### config.mk
export PLATFORM = sky130hd
export DESIGN_NAME = svadd_mulq
export DESIGN_NICKNAME = d
export VERILOG_FILES = /design/src/hw/rtl/spherical_vector_add_assert.svh /design/src/hw/rtl/svadd_pkg.sv /design/src/hw/rtl/svadd_mulq.sv
export SDC_FILE = /design/constraint.sdc
export NUM_CORES = 2
export LEC_CHECK = 0
export BUFFER_PORTS_ARGS = -buffer_cell sky130_fd_sc_hd__buf_2
export CAP_MARGIN = 20
export CORE_MARGIN = 3
export CORE_UTILIZATION = 49
export CTS_CLUSTER_SIZE = 12
export DETAILED_ROUTE_END_ITERATION = 8
export SYNTH_ARGS = -nofsm -noshare
export SYNTH_HDL_FRONTEND = slang
export SYNTH_SLANG_ARGS = --single-unit
export TNS_END_PERCENT = 30
### constraint.sdc
create_clock -name clk -period 17.8 [get_ports clk]
set_input_delay 3.56 -clock clk [delete_from_list [all_inputs] [get_ports clk]]
set_output_delay 3.56 -clock clk [all_outputs]
set_load 0.01 [all_outputs]
### src/hw/rtl/spherical_vector_add_assert.svh
// ----------------------------------------------------------------------------
// spherical_vector_add_assert.svh
// Assertion macros for the spherical vector adder.
// ----------------------------------------------------------------------------
`ifndef SPHERICAL_VECTOR_ADD_ASSERT_SVH
`define SPHERICAL_VECTOR_ADD_ASSERT_SVH

`ifndef SYNTH
// property must hold on every clock out of reset
`define SVA_CHECK(lbl, clk, rstn, prop) \
    lbl: assert property (@(posedge clk) disable iff (!rstn) (prop)) \
        else $error("assertion failed");
// condition must never be seen out of reset
`define SVA_NEVER(lbl, clk, rstn, cond) \
    lbl: assert property (@(posedge clk) disable iff (!rstn) !(cond)) \
        else $error("forbidden condition seen");
`else
`define SVA_CHECK(lbl, clk, rstn, prop)
`define SVA_NEVER(lbl, clk, rstn, cond)
`endif

`endif

### src/hw/rtl/svadd_pkg.sv
// ----------------------------------------------------------------------------
// svadd_pkg
// Shared constants and the CORDIC arctangent table.
// ----------------------------------------------------------------------------
`default_nettype none

package svadd_pkg;

    localparam int RADIUS_BITS_DEF = 32;
    localparam int ANGLE_BITS_DEF  = 16;

    localparam int STEPS   = 30;   // CORDIC iterations
    localparam int TURN_W  = 32;   // internal binary turn
    localparam int FRAC_W  = 30;   // Q30 unit components
    localparam int FULL_R  = 56;   // radius plus guard bits
    localparam int RAD_W   = FULL_R + 1;
    localparam int ROT_W   = 33;   // unit vector datapath
    localparam int CART_W  = 58;   // one Cartesian component
    localparam int SUM_W   = 59;   // sum of two components
    localparam int VEC_W   = 60;   // vectoring datapath

    localparam logic signed [ROT_W-1:0] INV_GAIN = 33'sd652032874;

    function automatic logic [TURN_W-1:0] atan_turn(input int unsigned idx);
        logic [TURN_W-1:0] v;
        unique case (idx)
            0:  v = 32'd536870912;
            1:  v = 32'd316933406;
            2:  v = 32'd167458907;
            3:  v = 32'd85004756;
            4:  v = 32'd42667331;
            5:  v = 32'd21354465;
            6:  v = 32'd10679838;
            7:  v = 32'd5340245;
            8:  v = 32'd2670163;
            9:  v = 32'd1335087;
            10: v = 32'd667544;
            11: v = 32'd333772;
            12: v = 32'd166886;
            13: v = 32'd83443;
            14: v = 32'd41722;
            15: v = 32'd20861;
            16: v = 32'd10430;
            17: v = 32'd5215;
            18: v = 32'd2608;
            19: v = 32'd1304;
            20: v = 32'd652;
            21: v = 32'd326;
            22: v = 32'd163;
            23: v = 32'd81;
            24: v = 32'd41;
            25: v = 32'd20;
            26: v = 32'd10;
            27: v = 32'd5;
            28: v = 32'd3;
            29: v = 32'd1;
            default: v = '0;
        endcase
        return v;
    endfunction

endpackage

`default_nettype wire

### src/hw/rtl/svadd_mulq.sv
// ----------------------------------------------------------------------------
// svadd_mulq
// Two-stage signed multiply by a Q30 factor, magnitude truncated.
// ----------------------------------------------------------------------------
`default_nettype none

module svadd_mulq #(
    parameter int VW = 57,
    parameter int OW = 58
) (
    input  wire logic                                  clk,
    input  wire logic                                  en,
    input  wire logic signed [VW-1:0]                  v,
    input  wire logic signed [svadd_pkg::ROT_W-1:0]    c,
    output logic signed      [OW-1:0]                  p
);

    localparam int FW = svadd_pkg::FRAC_W;
    localparam int HW = VW - FW;
    localparam int KW = FW + 1;
    localparam int LW = FW + KW;
    localparam int PW = HW + KW + 1;

    logic [VW-1:0]                 mag;
    logic [svadd_pkg::ROT_W-1:0]   kabs;
    logic [KW-1:0]                 k;
    logic [HW+KW-1:0]              hi_next, hi_reg;
    logic [LW-1:0]                 lo_next, lo_reg;
    logic                          neg_next, neg_reg;
    logic [PW-1:0]                 psum;
    logic signed [PW:0]            pres;
    logic signed [OW-1:0]          p_next, p_reg;

    always_comb
    begin
        mag      = v[VW-1] ? $unsigned(-v) : $unsigned(v);
        kabs     = c[svadd_pkg::ROT_W-1] ? $unsigned(-c) : $unsigned(c);
        k        = kabs[KW-1:0];
        neg_next = v[VW-1] ^ c[svadd_pkg::ROT_W-1];
        hi_next  = mag[VW-1:FW] * k;
        lo_next  = mag[FW-1:0] * k;
    end

    always_comb
    begin
        psum   = {1'b0, hi_reg} + {{(PW-KW){1'b0}}, lo_reg[LW-1:FW]};
        pres   = neg_reg ? -$signed({1'b0, psum}) : $signed({1'b0, psum});
        p_next = pres[OW-1:0];
    end

    always_ff @(posedge clk)
    begin
        if (en)
        begin
            hi_reg  <= hi_next;
            lo_reg  <= lo_next;
            neg_reg <= neg_next;
            p_reg   <= p_next;
        end
    end

    assign p = p_reg;

endmodule

`default_nettype wire

* Word level (Yosys, flattened, before mapping)
Index checks and enable logic that the tools add are counted.
Storage, ports and cells: flip-flop bits (word level) 178, bits in latches 0, bits in writable memories 0, ROM bits 0, bits of input ports 92, output and inout port bits 58, logic and storage cells 14, memories 0
Cells by class: $add $sub $neg 4, multiply operators 2, divide/modulo/power cells 0, order comparisons 0, eq/ne operators 0, shift operators 0, muxes and demuxes 3, bitwise operators 1, reductions and logical operators 0
Operator list (number):
- 30-bit by 31-bit multiplier with 61-bit output | 1
- 58-bit by 31-bit adder with 58-bit output | 1
- 27-bit by 31-bit multiplier with 58-bit output | 1
- 58-bit two-way mux | 1
- 58-bit negation | 1
- 57-bit two-way mux | 1
- 57-bit negation | 1
- 31-bit two-way mux | 1
- 31-bit negation | 1
- 1-bit bitwise XOR | 1

* Longest topological paths before layout
depth in word-level cells 3, depth in mapped cells 43, gate-level depth less buffers 38

* Least setup slack after synthesis
No wires, ideal clock.
path kind input port to flip-flop, start point in v[0], end point reg hi_reg[54], data pin, arrival time 13.773 ns, required time 17.541 ns, path slack 3.768 ns, stages on the path 40, path buffers 5, cell sequence clkbuf_1 > inv_1 > clkbuf_1 > ha_1 > nand2_1 > or3_1 > or4_1 > or3_1 > or3_1 > clkbuf_1 > o41a_1 > xor2_1 > clkbuf_1 > nand2_1 > fa_1 > inv_1 > fa_1 > inv_1 > [4 not listed] > fa_1 > inv_1 > fa_1 > inv_1 > ha_1 > clkbuf_1 > a21oi_1 > o21a_1 > o221ai_1 > a221oi_1 > a21boi_0 > o31a_1 > o31a_1 > o21ai_0 > a31o_2 > a221o_1 > a21oi_1 > xnor2_1
On the way: longest elaborated chain between the ends 3
Ends and longest elaborated chain:
- start: declaration | RTL line svadd_mulq.sv:13 | input wire logic signed [VW-1:0] v,
- 57-bit negation | RTL line svadd_mulq.sv:36 | mag = v[VW-1] ? $unsigned(-v) : $unsigned(v);
- 57-bit two-way mux | RTL line svadd_mulq.sv:36
- 27-bit by 31-bit multiplier with 58-bit output | RTL line svadd_mulq.sv:40 | hi_next = mag[VW-1:FW] * k;
- named net hi_next[54] | RTL line svadd_mulq.sv:27 | logic [HW+KW-1:0] hi_next, hi_reg;
- end signal: assignment | RTL line svadd_mulq.sv:55 | hi_reg <= hi_next;
- end: declaration | RTL line svadd_mulq.sv:27
The timed path passes the listed nets, and every way through them passes these cells. A chain may end at the register's enable or synchronous reset.

* Final worst setup path
start point in v[2], end point reg hi_reg[57], data pin
Same word-level chain as after synthesis.

==> run summary <==
Number of synthesized flops with an enable pin -> 148
Sequential element share of the synthesized area -> 6.87%
Largest area contributor in the netlist -> fa_1
Area of the die -> 136000 um^2
DR iter-0 viols -> 4267
Final Hold Fails -> 0
Achievable frequency -> 0.0624 GHz
Hold slack -> 602 ps
Reg2reg start -> lo_reg[30]
Crit end category -> flop
Layout cells sized above 1 -> 7.30%
Vias per cell -> 5.59
Initial antenna violation count -> 34
CTS Buf Count -> 17
Number of remaining DRC errors -> 0
Reg2reg setup slack -> 12300 ps
First-pass GRT wire length -> 319 mm
Synth cell types -> 89
Vias in the first global route -> 51800
Clk slew on worst S/H paths -> 70 ps
WS Path Type -> primary input to flop
Placer Congestion -> 0.982
IO Pins -> 150
Final period util -> 90.0%
Port buffer count -> 148
Area Overhead vs Synth -> 7.33%
Crit path largest cell delay -> 860 ps
Congestion Overflow GR -> 0
Routed Antenna Nets -> 0
Status -> completed
MaxCap Viol Count -> 0
Post-DP HPWL -> 169 mm
Clock root cell -> clkbuf_16
Global route hottest layer -> met2
Async S/R FF share, synth -> 0%
Final setup fails -> 0
WL/cell -> 23.1 um
Crit start category -> primary input
Chip Width -> 369 um
Clock Skew -> 17.2 ps
GRT Resource Usage Total -> 31.6%
Met2 Use GR -> 46.4%
Leading register cell type out of synthesis -> edfxtp_1
CP startpoint -> v[2]
CTS tree -> done
CP max-delay cell -> xor2_2
Area fraction of the dominant cell type after synthesis -> 47.4%
Syn Nets -> 9441
Fin. max-slew vios -> 0
Setup TNS -> 0 ps
# nets final -> 9447
Synth Instances -> 7340
Starting Density -> 49.7%
Detailed Route WL -> 211 mm
Syn_area_per_cell -> 8.82 um^2
Chip height -> 369 um
Worst-Margin Slew -> 1220 ps
M3 GR Usage -> 10.8%
GR Util met1 -> 43.1%
Slew headroom -> 18.3%
YS warnings -> 0
Most common cell on crit path -> fa_1
Core Util, Final -> 53.3%
Clock Latency Late Sink -> 500 ps
Clk buf depth -> 2
Via count -> 51100
DRT Pass-1 Iters -> 6
Yosys reg bits -> 148
Reg-to-Reg End -> p[53]
Post-layout min period -> 16010 ps
Post-CTS Hold Fix Bufs -> 0
Unrepaired setup endpoints after global routing -> no
Dominant cells by area after synthesis -> fa_1, inv_1, ha_1, edfxtp_1, nand2_1
Worst reg-to-reg path cell count -> 14
Worst Path Required -> 18040 ps
Largest net degree at the start of global routing -> 93
Setup Buffers After CTS -> 0
CP endpoint -> hi_reg[57]
Cts repair resizes -> 0
Crit Path Max Fanout -> 13
Synth Cell Area -> 64700 um^2
Core Footprint -> 130000 um^2
H-tree levels -> 4
Worst Path Arrival -> 16250 ps
Cell Rows -> 132
Sink count of the clock tree -> 148
Hold WC Path Type -> flop to flop
## cell usage in the layout, fill, tap and decap left out, types with 27 or more instances in the layout
| cell type | instances |
|---|---|
| xnor2_2 | 54 |
| o21ai_0 | 110 |
| edfxtp_1 | 148 |
| or3_1 | 35 |
| nand3_1 | 43 |
| a21oi_1 | 110 |
| buf_4 | 184 |
| nand4_1 | 31 |
| diode_2 | 27 |
| nor2_1 | 868 |
| ha_1 | 477 |
| and2_1 | 46 |
| buf_2 | 147 |
| inv_1 | 1713 |
| a21o_1 | 62 |
| xnor2_1 | 145 |
| xor2_1 | 74 |
| xor2_2 | 37 |
| nor3_1 | 34 |
| fa_1 | 1532 |
| nand2_1 | 1076 |
## synthesized netlist by cell type (43+ instances only)
cell	n
xor2_1	124
a21o_1	62
edfxtp_1	148
clkbuf_1	327
nor2_1	868
nand3_1	43
xnor2_1	203
o21ai_0	110
and2_1	46
ha_1	477
a21oi_1	110
fa_1	1532
inv_1	1713
nand2_1	1076
## layer usage
| layer | wire length (um) | part of all wire [%] |
|---|---|---|
| met1 | 83600 | 40 |
| met2 | 91200 | 43 |
| met3 | 26800 | 13 |
| met4 | 9530 | 4.5 |
| met5 | 90 | 0.043 |
## worst max-delay path: cells and delay by family
family / cells / cell delay [ps]
adder cells (fa/ha/maj): 8 / 3870
AO/OA/AOI/OAI: 11 / 3600
buffers and inverters: 5 / 340
AND/OR/NAND/NOR: 11 / 3860
XOR/XNOR: 2 / 950
## area by class of cell
type	count	area (um^2)
Tap cell	1742	2180
Inverter	1714	6430
Fill cell	12300	60800
Sequential cell	148	4440
Clock inverter	15	170
Clock buffer	17	425
Timing Repair Buffer	336	2180
Antenna cell	27	67.6
Multi-Input combinational cell	5129	53600
## how the worst min path moves through the flow
stage                          start    to  cells past startpoint
final                      hi_reg[0]  p[0]                      1
after global routing       hi_reg[0]  p[0]                      1
after CTS                  hi_reg[0]  p[0]                      1
after detailed placement   hi_reg[0]  p[0]                      1
after global placement     hi_reg[0]  p[0]                      1
after floorplan           lo_reg[30]  p[0]                      1
## cell families after synthesis
group / synth area share [%]
multiplexers: 0.0773
XOR/XNOR: 4.50
flip-flops: 6.87
adder cells (fa/ha/maj): 56.6
AND/OR/NAND/NOR: 14.4
AO/OA/AOI/OAI: 5.51
buffers and inverters: 12.0
## per-stage QoR
step	area (um^2)	instances	setup WS, ps
final	69500	9128	1790
after global routing	69400	9117	1400
after CTS	69400	9099	2050
after detailed placement	68800	9067	1550
after global placement	68700	9062	1840
after floorplan	64700	7340	3770
Power is left out: the tool's default activity adds up to more than one toggle a clock period on the data nets, which glitch-free logic cannot reach.
